File: src/design/psp_pkg.sv
`timescale 1ns / 1ps
// ---------------------------------------------------------------------------
// psp_pkg
// Types, codes and character constants shared by the format specifier parser.
// ---------------------------------------------------------------------------
package psp_pkg;

    localparam int NUMBER_BITS_DEFAULT = 16;
    localparam int RES_NUM_W           = 16;

    // parse phases
    localparam logic [2:0] PH_TEXT    = 3'd0;
    localparam logic [2:0] PH_FLAGS   = 3'd1;
    localparam logic [2:0] PH_WNUM    = 3'd2;
    localparam logic [2:0] PH_AFTERW  = 3'd3;
    localparam logic [2:0] PH_PSTART  = 3'd4;
    localparam logic [2:0] PH_PNUM    = 3'd5;
    localparam logic [2:0] PH_LEN     = 3'd6;
    localparam logic [2:0] PH_DISCARD = 3'd7;

    // result kinds
    localparam logic [2:0] KIND_LITERAL   = 3'd0;
    localparam logic [2:0] KIND_SPEC      = 3'd1;
    localparam logic [2:0] KIND_BAD_LEN   = 3'd2;
    localparam logic [2:0] KIND_BAD_TYPE  = 3'd3;
    localparam logic [2:0] KIND_TRUNCATED = 3'd4;

    // width and precision modes
    localparam logic [1:0] MODE_NONE   = 2'd0;
    localparam logic [1:0] MODE_NUMBER = 2'd1;
    localparam logic [1:0] MODE_STAR   = 2'd2;

    // length modifier codes
    localparam logic [3:0] LEN_NONE = 4'd0;
    localparam logic [3:0] LEN_H    = 4'd1;
    localparam logic [3:0] LEN_HH   = 4'd2;
    localparam logic [3:0] LEN_L    = 4'd3;
    localparam logic [3:0] LEN_LL   = 4'd4;
    localparam logic [3:0] LEN_BIGL = 4'd5;
    localparam logic [3:0] LEN_Z    = 4'd6;
    localparam logic [3:0] LEN_J    = 4'd7;
    localparam logic [3:0] LEN_T    = 4'd8;
    localparam logic [3:0] LEN_BAD  = 4'd9;

    // flag bit positions
    localparam int FLAG_MINUS = 0;
    localparam int FLAG_PLUS  = 1;
    localparam int FLAG_SPACE = 2;
    localparam int FLAG_SHARP = 3;
    localparam int FLAG_ZERO  = 4;

    localparam logic [7:0] CH_PERCENT = "%";
    localparam logic [7:0] CH_MINUS   = "-";
    localparam logic [7:0] CH_PLUS    = "+";
    localparam logic [7:0] CH_SPACE   = " ";
    localparam logic [7:0] CH_SHARP   = "#";
    localparam logic [7:0] CH_ZERO    = "0";
    localparam logic [7:0] CH_ONE     = "1";
    localparam logic [7:0] CH_NINE    = "9";
    localparam logic [7:0] CH_STAR    = "*";
    localparam logic [7:0] CH_DOT     = ".";
    localparam logic [7:0] CH_H       = "h";
    localparam logic [7:0] CH_L       = "l";
    localparam logic [7:0] CH_BIGL    = "L";
    localparam logic [7:0] CH_Z       = "z";
    localparam logic [7:0] CH_J       = "j";
    localparam logic [7:0] CH_T       = "t";
    localparam logic [7:0] CH_AT      = "@";

    typedef struct packed {
        logic [7:0] char_in;
        logic       end_mark;
    } psp_in_t;

    typedef struct packed {
        logic [2:0]           kind;
        logic [7:0]           literal_char;
        logic [4:0]           flag_bits;
        logic [1:0]           width_mode;
        logic [RES_NUM_W-1:0] width_number;
        logic [1:0]           precision_mode;
        logic [RES_NUM_W-1:0] precision_number;
        logic [3:0]           length_code;
        logic [4:0]           type_code;
        logic                 string_done;
    } psp_out_t;

    typedef struct packed {
        logic [2:0] phase;
        logic [4:0] flags;
        logic [1:0] width_mode;
        logic [1:0] precision_mode;
        logic [3:0] length;
    } psp_ctrl_t;

    typedef struct packed {
        logic       known;
        logic [4:0] code;
    } psp_type_t;

    function automatic psp_type_t type_lookup(input logic [7:0] c);
        psp_type_t r;
        r.known = 1'b1;
        case (c)
            CH_PERCENT: r.code = 5'd0;
            "d":        r.code = 5'd1;
            "i":        r.code = 5'd2;
            "u":        r.code = 5'd3;
            "f":        r.code = 5'd4;
            "F":        r.code = 5'd5;
            "e":        r.code = 5'd6;
            "E":        r.code = 5'd7;
            "g":        r.code = 5'd8;
            "G":        r.code = 5'd9;
            "x":        r.code = 5'd10;
            "X":        r.code = 5'd11;
            "o":        r.code = 5'd12;
            "s":        r.code = 5'd13;
            "c":        r.code = 5'd14;
            "p":        r.code = 5'd15;
            "a":        r.code = 5'd16;
            "A":        r.code = 5'd17;
            "n":        r.code = 5'd18;
            CH_AT:      r.code = 5'd19;
            default: begin
                r.known = 1'b0;
                r.code  = 5'd0;
            end
        endcase
        return r;
    endfunction

    function automatic logic is_flag(input logic [7:0] c);
        return (c == CH_MINUS) || (c == CH_PLUS) || (c == CH_SPACE) ||
               (c == CH_SHARP) || (c == CH_ZERO);
    endfunction

    function automatic logic is_len(input logic [7:0] c);
        return (c == CH_H) || (c == CH_L) || (c == CH_BIGL) ||
               (c == CH_Z) || (c == CH_J) || (c == CH_T);
    endfunction

    function automatic logic [4:0] apply_flag(input logic [4:0] f, input logic [7:0] c);
        logic [4:0] r;
        r = f;
        case (c)
            CH_MINUS: begin
                r[FLAG_MINUS] = 1'b1;
                r[FLAG_ZERO]  = 1'b0;
            end
            CH_PLUS: begin
                r[FLAG_PLUS]  = 1'b1;
                r[FLAG_SPACE] = 1'b0;
            end
            CH_SPACE: begin
                if (!f[FLAG_PLUS]) r[FLAG_SPACE] = 1'b1;
            end
            CH_SHARP: r[FLAG_SHARP] = 1'b1;
            default: begin
                if (!f[FLAG_MINUS]) r[FLAG_ZERO] = 1'b1;
            end
        endcase
        return r;
    endfunction

    function automatic logic [3:0] apply_len(input logic [3:0] l, input logic [7:0] c);
        logic [3:0] r;
        case (c)
            CH_H:    r = (l == LEN_H) ? LEN_HH : (l == LEN_NONE) ? LEN_H : LEN_BAD;
            CH_L:    r = (l == LEN_L) ? LEN_LL : (l == LEN_NONE) ? LEN_L : LEN_BAD;
            CH_BIGL: r = (l == LEN_NONE) ? LEN_BIGL : LEN_BAD;
            CH_Z:    r = (l == LEN_NONE) ? LEN_Z : LEN_BAD;
            CH_J:    r = (l == LEN_NONE) ? LEN_J : LEN_BAD;
            default: r = (l == LEN_NONE) ? LEN_T : LEN_BAD;
        endcase
        return r;
    endfunction

endpackage

File: src/design/psp_step.sv
`timescale 1ns / 1ps
// ---------------------------------------------------------------------------
// psp_step
// Next-state and result logic for one format string byte.
// ---------------------------------------------------------------------------
module psp_step #(
    parameter int NUMBER_BITS = psp_pkg::NUMBER_BITS_DEFAULT
) (
    input  psp_pkg::psp_in_t        in_data,
    input  psp_pkg::psp_ctrl_t      ctrl_cur,
    input  logic [NUMBER_BITS-1:0]  width_cur,
    input  logic [NUMBER_BITS-1:0]  prec_cur,
    output psp_pkg::psp_ctrl_t      ctrl_next,
    output logic [NUMBER_BITS-1:0]  width_next,
    output logic [NUMBER_BITS-1:0]  prec_next,
    output logic                    res_valid,
    output psp_pkg::psp_out_t       res_data
);

    localparam int ACC_W = NUMBER_BITS + 4;

    logic [7:0]             c;
    logic                   done;
    logic                   is_digit;
    logic                   is_nz_digit;
    logic [NUMBER_BITS-1:0] acc_base;
    logic [ACC_W-1:0]       acc_ext;
    logic [ACC_W-1:0]       acc_sum;
    logic [NUMBER_BITS-1:0] acc_sat;
    logic [psp_pkg::RES_NUM_W-1:0] width_clamp;
    logic [psp_pkg::RES_NUM_W-1:0] prec_clamp;
    psp_pkg::psp_type_t     tinfo;
    psp_pkg::psp_ctrl_t     w;
    logic [NUMBER_BITS-1:0] wn;
    logic [NUMBER_BITS-1:0] pn;
    logic [1:0]             level;
    logic                   taken;
    logic [NUMBER_BITS-1:0] wn_pre;
    logic [NUMBER_BITS-1:0] pn_pre;

    assign c           = in_data.char_in;
    assign done        = in_data.end_mark;
    assign is_digit    = (c >= psp_pkg::CH_ZERO) && (c <= psp_pkg::CH_NINE);
    assign is_nz_digit = (c >= psp_pkg::CH_ONE) && (c <= psp_pkg::CH_NINE);
    assign tinfo       = psp_pkg::type_lookup(c);

    // shared saturating decimal accumulator: base * 10 + digit
    assign acc_base = (ctrl_cur.phase == psp_pkg::PH_WNUM) ? width_cur :
                      (ctrl_cur.phase == psp_pkg::PH_PNUM) ? prec_cur  : '0;
    assign acc_ext  = ACC_W'(acc_base);
    assign acc_sum  = (acc_ext << 3) + (acc_ext << 1) + ACC_W'(c[3:0]);
    assign acc_sat  = (|acc_sum[ACC_W-1:NUMBER_BITS]) ? {NUMBER_BITS{1'b1}}
                                                      : acc_sum[NUMBER_BITS-1:0];

    always_comb begin
        w          = ctrl_cur;
        wn         = width_cur;
        pn         = prec_cur;
        level      = 2'd0;
        taken      = 1'b0;
        res_valid  = 1'b0;
        res_data   = '0;
        res_data.string_done = done;

        case (ctrl_cur.phase)
            psp_pkg::PH_TEXT: begin
                if (c != psp_pkg::CH_PERCENT) begin
                    res_valid             = 1'b1;
                    res_data.kind         = psp_pkg::KIND_LITERAL;
                    res_data.literal_char = c;
                end else begin
                    w       = '0;
                    wn      = '0;
                    pn      = '0;
                    w.phase = psp_pkg::PH_FLAGS;
                    if (done) begin
                        w.phase       = psp_pkg::PH_TEXT;
                        res_valid     = 1'b1;
                        res_data.kind = psp_pkg::KIND_TRUNCATED;
                    end
                end
            end
            psp_pkg::PH_DISCARD: begin
                if (done) w.phase = psp_pkg::PH_TEXT;
            end
            default: begin
                case (ctrl_cur.phase)
                    psp_pkg::PH_FLAGS: level = 2'd0;
                    psp_pkg::PH_WNUM: begin
                        if (is_digit) begin
                            wn    = acc_sat;
                            taken = 1'b1;
                        end
                        level = 2'd2;
                    end
                    psp_pkg::PH_AFTERW: level = 2'd2;
                    psp_pkg::PH_PSTART: begin
                        if (c == psp_pkg::CH_STAR) begin
                            w.precision_mode = psp_pkg::MODE_STAR;
                            w.phase          = psp_pkg::PH_LEN;
                            taken            = 1'b1;
                        end else begin
                            w.precision_mode = psp_pkg::MODE_NUMBER;
                            pn               = '0;
                            if (is_digit) begin
                                pn      = acc_sat;
                                w.phase = psp_pkg::PH_PNUM;
                                taken   = 1'b1;
                            end
                        end
                        level = 2'd3;
                    end
                    psp_pkg::PH_PNUM: begin
                        if (is_digit) begin
                            pn    = acc_sat;
                            taken = 1'b1;
                        end
                        level = 2'd3;
                    end
                    default: level = 2'd3;
                endcase

                if (!taken) begin
                    taken = 1'b1;
                    if (level == 2'd0 && psp_pkg::is_flag(c)) begin
                        w.flags = psp_pkg::apply_flag(w.flags, c);
                        w.phase = psp_pkg::PH_FLAGS;
                    end else if (level <= 2'd1 && c == psp_pkg::CH_STAR) begin
                        w.width_mode = psp_pkg::MODE_STAR;
                        w.phase      = psp_pkg::PH_AFTERW;
                    end else if (level <= 2'd1 && is_nz_digit) begin
                        w.width_mode = psp_pkg::MODE_NUMBER;
                        wn           = acc_sat;
                        w.phase      = psp_pkg::PH_WNUM;
                    end else if (level <= 2'd2 && c == psp_pkg::CH_DOT && !done) begin
                        w.phase = psp_pkg::PH_PSTART;
                    end else if (psp_pkg::is_len(c)) begin
                        w.length = psp_pkg::apply_len(w.length, c);
                        w.phase  = psp_pkg::PH_LEN;
                    end else begin
                        taken = 1'b0;
                    end
                end

                if (taken) begin
                    if (done) begin
                        res_valid     = 1'b1;
                        res_data.kind = (w.length == psp_pkg::LEN_BAD) ?
                                        psp_pkg::KIND_BAD_LEN : psp_pkg::KIND_TRUNCATED;
                        w  = '0;
                        wn = '0;
                        pn = '0;
                    end
                end else if (w.length == psp_pkg::LEN_BAD || !tinfo.known) begin
                    res_valid     = 1'b1;
                    res_data.kind = (w.length == psp_pkg::LEN_BAD) ?
                                    psp_pkg::KIND_BAD_LEN : psp_pkg::KIND_BAD_TYPE;
                    w       = '0;
                    wn      = '0;
                    pn      = '0;
                    w.phase = done ? psp_pkg::PH_TEXT : psp_pkg::PH_DISCARD;
                end else begin
                    res_valid                 = 1'b1;
                    res_data.kind             = psp_pkg::KIND_SPEC;
                    res_data.flag_bits        = w.flags;
                    res_data.width_mode       = w.width_mode;
                    res_data.width_number     = width_clamp;
                    res_data.precision_mode   = w.precision_mode;
                    res_data.precision_number = prec_clamp;
                    res_data.length_code      = w.length;
                    res_data.type_code        = tinfo.code;
                    w  = '0;
                    wn = '0;
                    pn = '0;
                end
            end
        endcase
    end

    // clamp or extend the working numbers to the result field width
    always_comb begin
        wn_pre = width_cur;
        pn_pre = prec_cur;
        if (ctrl_cur.phase == psp_pkg::PH_PSTART) pn_pre = '0;
    end

    generate
        if (NUMBER_BITS > psp_pkg::RES_NUM_W) begin : g_clamp
            assign width_clamp = (|wn_pre[NUMBER_BITS-1:psp_pkg::RES_NUM_W]) ?
                                 {psp_pkg::RES_NUM_W{1'b1}} :
                                 wn_pre[psp_pkg::RES_NUM_W-1:0];
            assign prec_clamp  = (|pn_pre[NUMBER_BITS-1:psp_pkg::RES_NUM_W]) ?
                                 {psp_pkg::RES_NUM_W{1'b1}} :
                                 pn_pre[psp_pkg::RES_NUM_W-1:0];
        end else begin : g_extend
            assign width_clamp = psp_pkg::RES_NUM_W'(wn_pre);
            assign prec_clamp  = psp_pkg::RES_NUM_W'(pn_pre);
        end
    endgenerate

    assign ctrl_next  = w;
    assign width_next = wn;
    assign prec_next  = pn;

endmodule

File: src/design/printf_spec_parser_core.sv
`timescale 1ns / 1ps
// ---------------------------------------------------------------------------
// printf_spec_parser_core
// Decodes a printf-style format string one byte per transfer into literal,
// specification and error results.
// ---------------------------------------------------------------------------
//  channel | direction | handshake         | payload
//  s_      | in        | s_valid / s_ready | psp_in_t  (char_in, end_mark)
//  m_      | out       | m_valid / m_ready | psp_out_t (kind .. string_done)
//
//  One byte per cycle while the result register can drain (m_ready);
//  a result appears in the cycle after its byte. The single result
//  register sets the rate: s_ready is high when it is empty or being drained in the same cycle.
//  Reset (aresetn low, synchronous) returns the parser to the text phase.
//  Bytes that produce no result still take one transfer each.
// ---------------------------------------------------------------------------
module printf_spec_parser_core #(
    parameter int NUMBER_BITS = psp_pkg::NUMBER_BITS_DEFAULT
) (
    input  logic              aclk,
    input  logic              aresetn,
    input  logic              s_valid,
    output logic              s_ready,
    input  psp_pkg::psp_in_t  s_data,
    output logic              m_valid,
    input  logic              m_ready,
    output psp_pkg::psp_out_t m_data
);

    psp_pkg::psp_ctrl_t     ctrl_reg;
    psp_pkg::psp_ctrl_t     ctrl_next;
    logic [NUMBER_BITS-1:0] width_reg;
    logic [NUMBER_BITS-1:0] width_next;
    logic [NUMBER_BITS-1:0] prec_reg;
    logic [NUMBER_BITS-1:0] prec_next;
    logic                   res_valid;
    psp_pkg::psp_out_t      res_data;
    logic                   m_valid_reg;
    psp_pkg::psp_out_t      m_data_reg;
    logic                   s_xfer;

    psp_step #(
        .NUMBER_BITS (NUMBER_BITS)
    ) u_step (
        .in_data    (s_data),
        .ctrl_cur   (ctrl_reg),
        .width_cur  (width_reg),
        .prec_cur   (prec_reg),
        .ctrl_next  (ctrl_next),
        .width_next (width_next),
        .prec_next  (prec_next),
        .res_valid  (res_valid),
        .res_data   (res_data)
    );

    assign s_ready = !m_valid_reg || m_ready;
    assign s_xfer  = s_valid && s_ready;
    assign m_valid = m_valid_reg;
    assign m_data  = m_data_reg;

    always_ff @(posedge aclk) begin
        if (!aresetn) begin
            ctrl_reg    <= '0;
            width_reg   <= '0;
            prec_reg    <= '0;
            m_valid_reg <= 1'b0;
        end else begin
            if (s_xfer) begin
                ctrl_reg  <= ctrl_next;
                width_reg <= width_next;
                prec_reg  <= prec_next;
            end
            // advance the result register on a transfer, drop it when taken
            if (s_xfer) begin
                m_valid_reg <= res_valid;
            end else if (m_ready) begin
                m_valid_reg <= 1'b0;
            end
        end
    end

    always_ff @(posedge aclk) begin
        if (s_xfer && res_valid) begin
            m_data_reg <= res_data;
        end
    end

endmodule
File: config.mk
export PLATFORM = sky130hd
export DESIGN_NAME = printf_spec_parser_core
export DESIGN_NICKNAME = d
export VERILOG_FILES = /design/src/design/psp_pkg.sv /design/src/design/psp_step.sv /design/src/design/printf_spec_parser_core.sv
export SDC_FILE = /design/constraint.sdc
export NUM_CORES = 1
export LEC_CHECK = 0
export BUFFER_PORTS_ARGS = -buffer_cell sky130_fd_sc_hd__buf_4
export CAP_MARGIN = 20
export CORE_ASPECT_RATIO = 1.1
export CORE_MARGIN = 3
export CORE_UTILIZATION = 50
export CTS_CLUSTER_SIZE = 16
export DETAILED_ROUTE_END_ITERATION = 16
export GPL_TIMING_DRIVEN = 1
export PLACE_DENSITY = 0.82
export SYNTH_ARGS = -nofsm -noshare
export SYNTH_HDL_FRONTEND = slang
export SYNTH_SLANG_ARGS = --single-unit
File: constraint.sdc
create_clock -name aclk -period 10.5 [get_ports aclk]
set_input_delay 0 -clock aclk [delete_from_list [all_inputs] [get_ports aclk]]
set_output_delay 0 -clock aclk [all_outputs]
set_load 0.02 [all_outputs]
# Yosys cells after proc, flatten, opt, wreduce, memory -nomap -nowiden
# Index checks and enable logic that the tools add are counted.
[word_totals] register_bits=111 word_cells=209
[classes] add_sub_neg=2 order_cmp=5 n_eq_ne=48 n_mux=96 bitwise=1 n_reduce_logical=39
[op_table] op="$mux 16" n=21
[op_table] op="$eq 8x7->1 const B" n=25
[op_table] op="$pmux 16 s2" n=3
[op_table] op="$pmux 5 s19" n=1
[op_table] op="$eq 8x6->1 const B" n=8
[op_table] op="$mux 4" n=14
[op_table] op="$mux 3" n=16
[op_table] op="$pmux 13 s2" n=1
[op_table] op="$mux 1" n=24
[op_table] op="$add 19x17->20" n=1
[op_table] op="$add 20x4->20" n=1
[op_table] op="$pmux 4 s5" n=1
[op_table] op="$reduce_or 20->1" n=1
[op_table] op="$ge 8x6->1 const B" n=2
[op_table] op="$mux 2" n=6
[op_table] op="$pmux 3 s2" n=2
[op_table] op="$logic_or 1x1->1" n=11
[op_table] op="$mux 10" n=1
[op_table] op="$eq 3x3->1 const B" n=3
[op_table] op="$logic_and 1x1->1" n=9
[op_table] op="$le 8x6->1 const B" n=1
[op_table] op="$ne 8x6->1 const B" n=1
[op_table] op="$pmux 1 s2" n=4
[op_table] op="$reduce_or 4->1" n=2
[op_table] op="other kinds (25)" n=32

# Depth between registers and ports, before layout
[depth] ltp_word=18 depth_mapped=17 mapped_depth_nobuf=15

# Hierarchy
# Synthesis repeated with hierarchy kept, for this count alone.
[unflattened] cells_unflattened=797 hier_area_um2=7302.0
[modules_own_cells] module="printf_spec_parser_core" instances=1 cells_per_inst=277 area_per_inst_um2=3813.7
[modules_own_cells] module="psp_step" instances=1 cells_per_inst=520 area_per_inst_um2=3488.3

# Least setup slack after synthesis
# OpenSTA, ideal clock, no wires.
[synth_timing] kind="reg-to-reg" from="register ctrl_reg[15] (netlist bit)" to="register m_data_reg, in the netlist m_data[0], enable pin" arrival_time_ns=4.192 required_time_ns=10.018 slack_ns=5.826 path_stages_with_launch=9 n_path_buf=1 synth_period_minus_slack_ns=4.674 path_cell_list="dfxtp_1 > clkbuf_1 > nor3b_1 > nand3_1 > a31oi_1 > nor4b_4 > a21o_1 > a21oi_1 > nor2_1"
[synth_between] elab_chain_len=16 elab_cells_between_ends=30
[synth_lines] element="from (decl)" line_no="printf_spec_parser_core.sv:30" rtl="psp_pkg::psp_ctrl_t ctrl_reg;"
[synth_lines] element="from (signal assigned)" line_no="printf_spec_parser_core.sv:69" rtl="ctrl_reg <= ctrl_next;"
[synth_lines] element="$eq 3x2->1" line_no="psp_step.sv:87" rtl="case (ctrl_cur.phase)"
[synth_lines] element="$reduce_or 2->1 (no source line)"
[synth_lines] element="$pmux 2 s2" line_no="psp_step.sv:87"
[synth_lines] element="$mux 2" line_no="psp_step.sv:65" rtl="case (ctrl_cur.phase)"
[synth_lines] element="$le 2x2->1" line_no="psp_step.sv:135" rtl="end else if (level <= 2'd2 && c == psp_pkg::CH_DOT && !done) begin"
[synth_lines] element="$logic_and 1x1->1 (2 in series)" line_no="psp_step.sv:135"
[synth_lines] element="$mux 1" line_no="psp_step.sv:135"
[synth_lines] element="$mux 1" line_no="psp_step.sv:131" rtl="end else if (level <= 2'd1 && is_nz_digit) begin"
[synth_lines] element="$mux 1" line_no="psp_step.sv:128" rtl="end else if (level <= 2'd1 && c == psp_pkg::CH_STAR) begin"
[synth_lines] element="$mux 1" line_no="psp_step.sv:125" rtl="if (level == 2'd0 && psp_pkg::is_flag(c)) begin"
[synth_lines] element="$mux 1" line_no="psp_step.sv:123" rtl="if (!taken) begin"
[synth_lines] element="$mux 1" line_no="psp_step.sv:65"
[synth_lines] element="$mux 1" line_no="psp_step.sv:145" rtl="if (taken) begin"
[synth_lines] element="$pmux 1 s2 *" line_no="psp_step.sv:65"
[synth_lines] element="$logic_and 1x1->1 *" line_no="printf_spec_parser_core.sv:83" rtl="if (s_xfer && res_valid) begin"
[synth_lines] element="to (signal assigned)" line_no="printf_spec_parser_core.sv:84" rtl="m_data_reg <= res_data;"
[synth_lines] element="to (decl)" line_no="printf_spec_parser_core.sv:39" rtl="psp_pkg::psp_out_t m_data_reg;"
# Every way passes the cells marked *; elsewhere a longest branch is shown, timed or not. The select of a mux whose other input is x is not followed.
# A chain may end at the register's enable or synchronous reset.

# Worst setup path after layout
[layout_timing] from="register ctrl_reg[13] (netlist bit)" to="register prec_reg[14]"
[layout_between] elab_chain_len=15 elab_cells_between_ends=46
[layout_lines] element="parallel branches: the longest is 15 deep, another holds $add 19x17->20"
[layout_lines] element="to (signal assigned)" line_no="printf_spec_parser_core.sv:71" rtl="prec_reg <= prec_next;"
[layout_lines] element="to (decl)" line_no="printf_spec_parser_core.sv:34" rtl="logic [NUMBER_BITS-1:0] prec_reg;"
# Several ways; the timed one is not identified. The select of a mux whose other input is x is not followed.

==> flow_metrics.tcl <==
set metrics [dict create \
    path_clk_slew_ns 0.07 \
    cts_buffers 9 \
    fin_crit_sh_pct 46.6 \
    p_per_area_nw_per_um2 126 \
    cts_root_buffer "clkbuf_16" \
    crit_path_end_kind "flop" \
    rsz0062_at_grt "false" \
    syn_area_per_cell_um2 9.63 \
    grt_max_degree 37 \
    antenna_cells 0 \
    coreArea_um2 12700 \
    cts_buffer_depth 2 \
    ios 77 \
    first_pass_iters 6 \
    crit_required_ns 10.71 \
    tritoncts "built" \
    syn_area_um2 6560 \
    tns_ns 0 \
    syn-num-nets 727 \
    die_height_um 126 \
    gp_congestion 0.950 \
    syn_to_final_growth_pct 14.2 \
    nFillCells 1071 \
    rows 43 \
    initial_utilization_pct 51.6 \
    fmax_mhz 204 \
    synth_cell_types 81 \
    hold_slack_ns 0.0176 \
    grt_usage_pct 23.6 \
    grt_pass1_vias 5447 \
    relSlewSlack_pct 46.5 \
    drc 0 \
    fin_crit_ns 4.89 \
    synth_ff_type "edfxtp_1" \
    finalMaxSlewViolations 0 \
    status "complete, no violations" \
    routed_wl_mm 16.9 \
    worst_pin_slew_ns 0.791 \
    syn_inst 681 \
    vias 5575 \
    power.leakage_nw 3.07 \
    async_flop_share_pct 0 \
    final_layout_size_suffix_gt1_share_pct 17.5 \
    clock_sinks 111 \
    h-tree-depth 3 \
    peakVddDrop_uv 82.7 \
    place_hpwl_mm 12.2 \
    ys_warn_count 0 \
    synth-seq-cells 111 \
    drt_iter0_markers 451 \
    critical_path_class "reg2reg" \
    layout.nets 780 \
    port_buffers 76 \
    postCtsSetupBuffers 0 \
    maxCapViolCount 0 \
    routedWlPerCell_um 18.9 \
    finalSetupViolations 0 \
    start_kind "flop" \
    final_util_pct 59.0 \
    crit_path_max_fanout 16 \
    hold_violations 0 \
    synth-edff-count 62 \
    fp.dieW_um 115 \
    grt_pass1_wl_mm 27.4 \
    ant_nets 0 \
    viasPerCell 6.22 \
    antenna_found_initial 0 \
    fp.dieArea_um2 14500 \
    min_path_type "in2reg" \
    worstPathArrival_ns 5.10 \
    largest_reg_flops 62 \
    grt_overflow 0 \
    clk-insertion-delay-late_ns 0.36 \
    fin_skew_ns 0.00858 \
    seq_area_frac_synth_pct 43.4 \
]
worst max-delay path, cell delays in order (launching register included):
cell and delay [ns]:
dfxtp_1 0.56, nor2b_1 0.22, and2_1 0.57, a22o_1 0.27
inv_1 0.06, fa_1 0.53, inv_1 0.06, ha_1 0.30
a21o_1 0.19, and4_1 0.20, o21ai_0 0.23, a211oi_1 0.13
or3_1 0.32, a211o_2 0.41, o21ai_4 0.51, o211ai_1 0.17
layer usage:
layer	part of all wire (%)	track usage, %
met1	39	28.9
met2	50	39.9
met3	6.9	3.89
met4	4.0	11.3
met5	0	0
final timing paths:
| check | endpoint | cells past startpoint | slack, ns | start |
|---|---|---|---|---|
| worst max-delay path | prec_reg[14]$_SDFFE_PN0P_ | 15 | 5.61 | ctrl_reg[13]$_SDFFE_PN0P_ |
| worst min-delay path | m_data[58]$_SDFFCE_PN0P_ | 2 | 0.02 | s_data[8] |
| worst max register to register | prec_reg[14]$_SDFFE_PN0P_ | 15 | 5.61 | ctrl_reg[13]$_SDFFE_PN0P_ |
| worst min register to register | ctrl_reg[4]$_SDFFE_PN0P_ | 2 | 0.50 | ctrl_reg[4]$_SDFFE_PN0P_ |
layout make-up:
| type | instances | area, um2 | area share [%] |
|---|---|---|---|
| Multi-Input combinational cell | 513 | 3470 | 46.3 |
| Clock buffer | 11 | 243 | 3.24 |
| Sequential cell | 111 | 2840 | 38.0 |
| Tap cell | 157 | 196 | 2.62 |
| Timing Repair Buffer | 83 | 636 | 8.49 |
| Inverter | 16 | 60.1 | 0.802 |
| Clock inverter | 5 | 42.5 | 0.568 |
report_power, final:
group          total [mW]  switching (mW)  internal (mW)
Sequential          0.488         0.00770          0.481
Combinational       0.129          0.0839         0.0454
Clock               0.329           0.159          0.170
Total               0.947           0.251          0.696
through the flow:
step | area (um2) | power, mW | setup WS, ns | std cells
CTS | 7490 | 0.951 | 5.66 | 896
global route | 7490 | 0.980 | 5.30 | 896
floorplan | 6560 | 0.577 | 5.83 | 681
finish | 7490 | 0.947 | 5.61 | 896
global placement | 7150 | 0.623 | 5.91 | 875
detailed placement | 7150 | 0.626 | 5.69 | 875
cells by family (layout without fill, tap and decap cells):
group / Yosys count / in the layout / share of synthesized area [%]
compound gates: 193 / 193 / 21.1
xor+xnor: 13 / 13 / 1.74
fa+ha+maj: 33 / 33 / 6.53
buf+inv: 57 / 115 / 3.87
flops: 111 / 111 / 43.4
mux: 1 / 1 / 0.172
simple gates: 273 / 273 / 23.2
cell usage in the layout (no fill, tap or decap), types with 4 or more instances in the layout:
cell / n
a211oi_1: 6
a21o_1: 7
a21oi_1: 50
a22o_1: 16
a22oi_1: 13
a31o_2: 4
a31oi_1: 4
and2_1: 33
and3_1: 23
buf_4: 78
clkbuf_16: 9
dfxtp_1: 49
dlygate4sd3_1: 5
edfxtp_1: 62
ha_1: 31
inv_1: 16
nand2_1: 74
nand2b_1: 10
nand3_1: 12
nor2_1: 38
nor2b_1: 21
nor3_1: 10
nor3b_1: 4
nor4_1: 7
o211ai_1: 21
o211ai_2: 6
o21a_1: 7
o21ai_0: 21
or2_2: 5
or3_1: 5
xnor2_1: 7
xor2_1: 6
timing repair:
item / 4_1_cts / 5_1_grt
gates resized for setup: 0 / 0
hold buffers: 5 / 0
endpoints found under the hold margin: 4 / 0
synthesized netlist by cell type (5+ instances only):
cell type | number | area share (%)
xnor2_1 | 7 | 0.94
ha_1 | 31 | 5.9
a21o_1 | 7 | 0.80
o21a_1 | 7 | 0.80
a22o_1 | 16 | 2.1
nand2b_1 | 10 | 0.95
xor2_1 | 6 | 0.80
and3_1 | 23 | 2.2
a211oi_1 | 6 | 0.69
edfxtp_1 | 62 | 28
a21oi_1 | 50 | 3.8
a22oi_1 | 13 | 1.5
nor2b_1 | 21 | 2.0
or2_2 | 5 | 0.48
dfxtp_1 | 49 | 15
nand3_1 | 12 | 0.92
o211ai_1 | 21 | 2.4
o211ai_2 | 6 | 1.1
clkbuf_1 | 24 | 1.4
nand2_1 | 74 | 4.2
nor2_1 | 39 | 2.2
inv_1 | 16 | 0.92
nor3_1 | 10 | 0.76
and2_1 | 33 | 3.1
or3_1 | 5 | 0.48
o21ai_0 | 21 | 1.6
nor4_1 | 7 | 0.67
buf_2 | 8 | 0.61
Power figures use the tool's default switching activity.
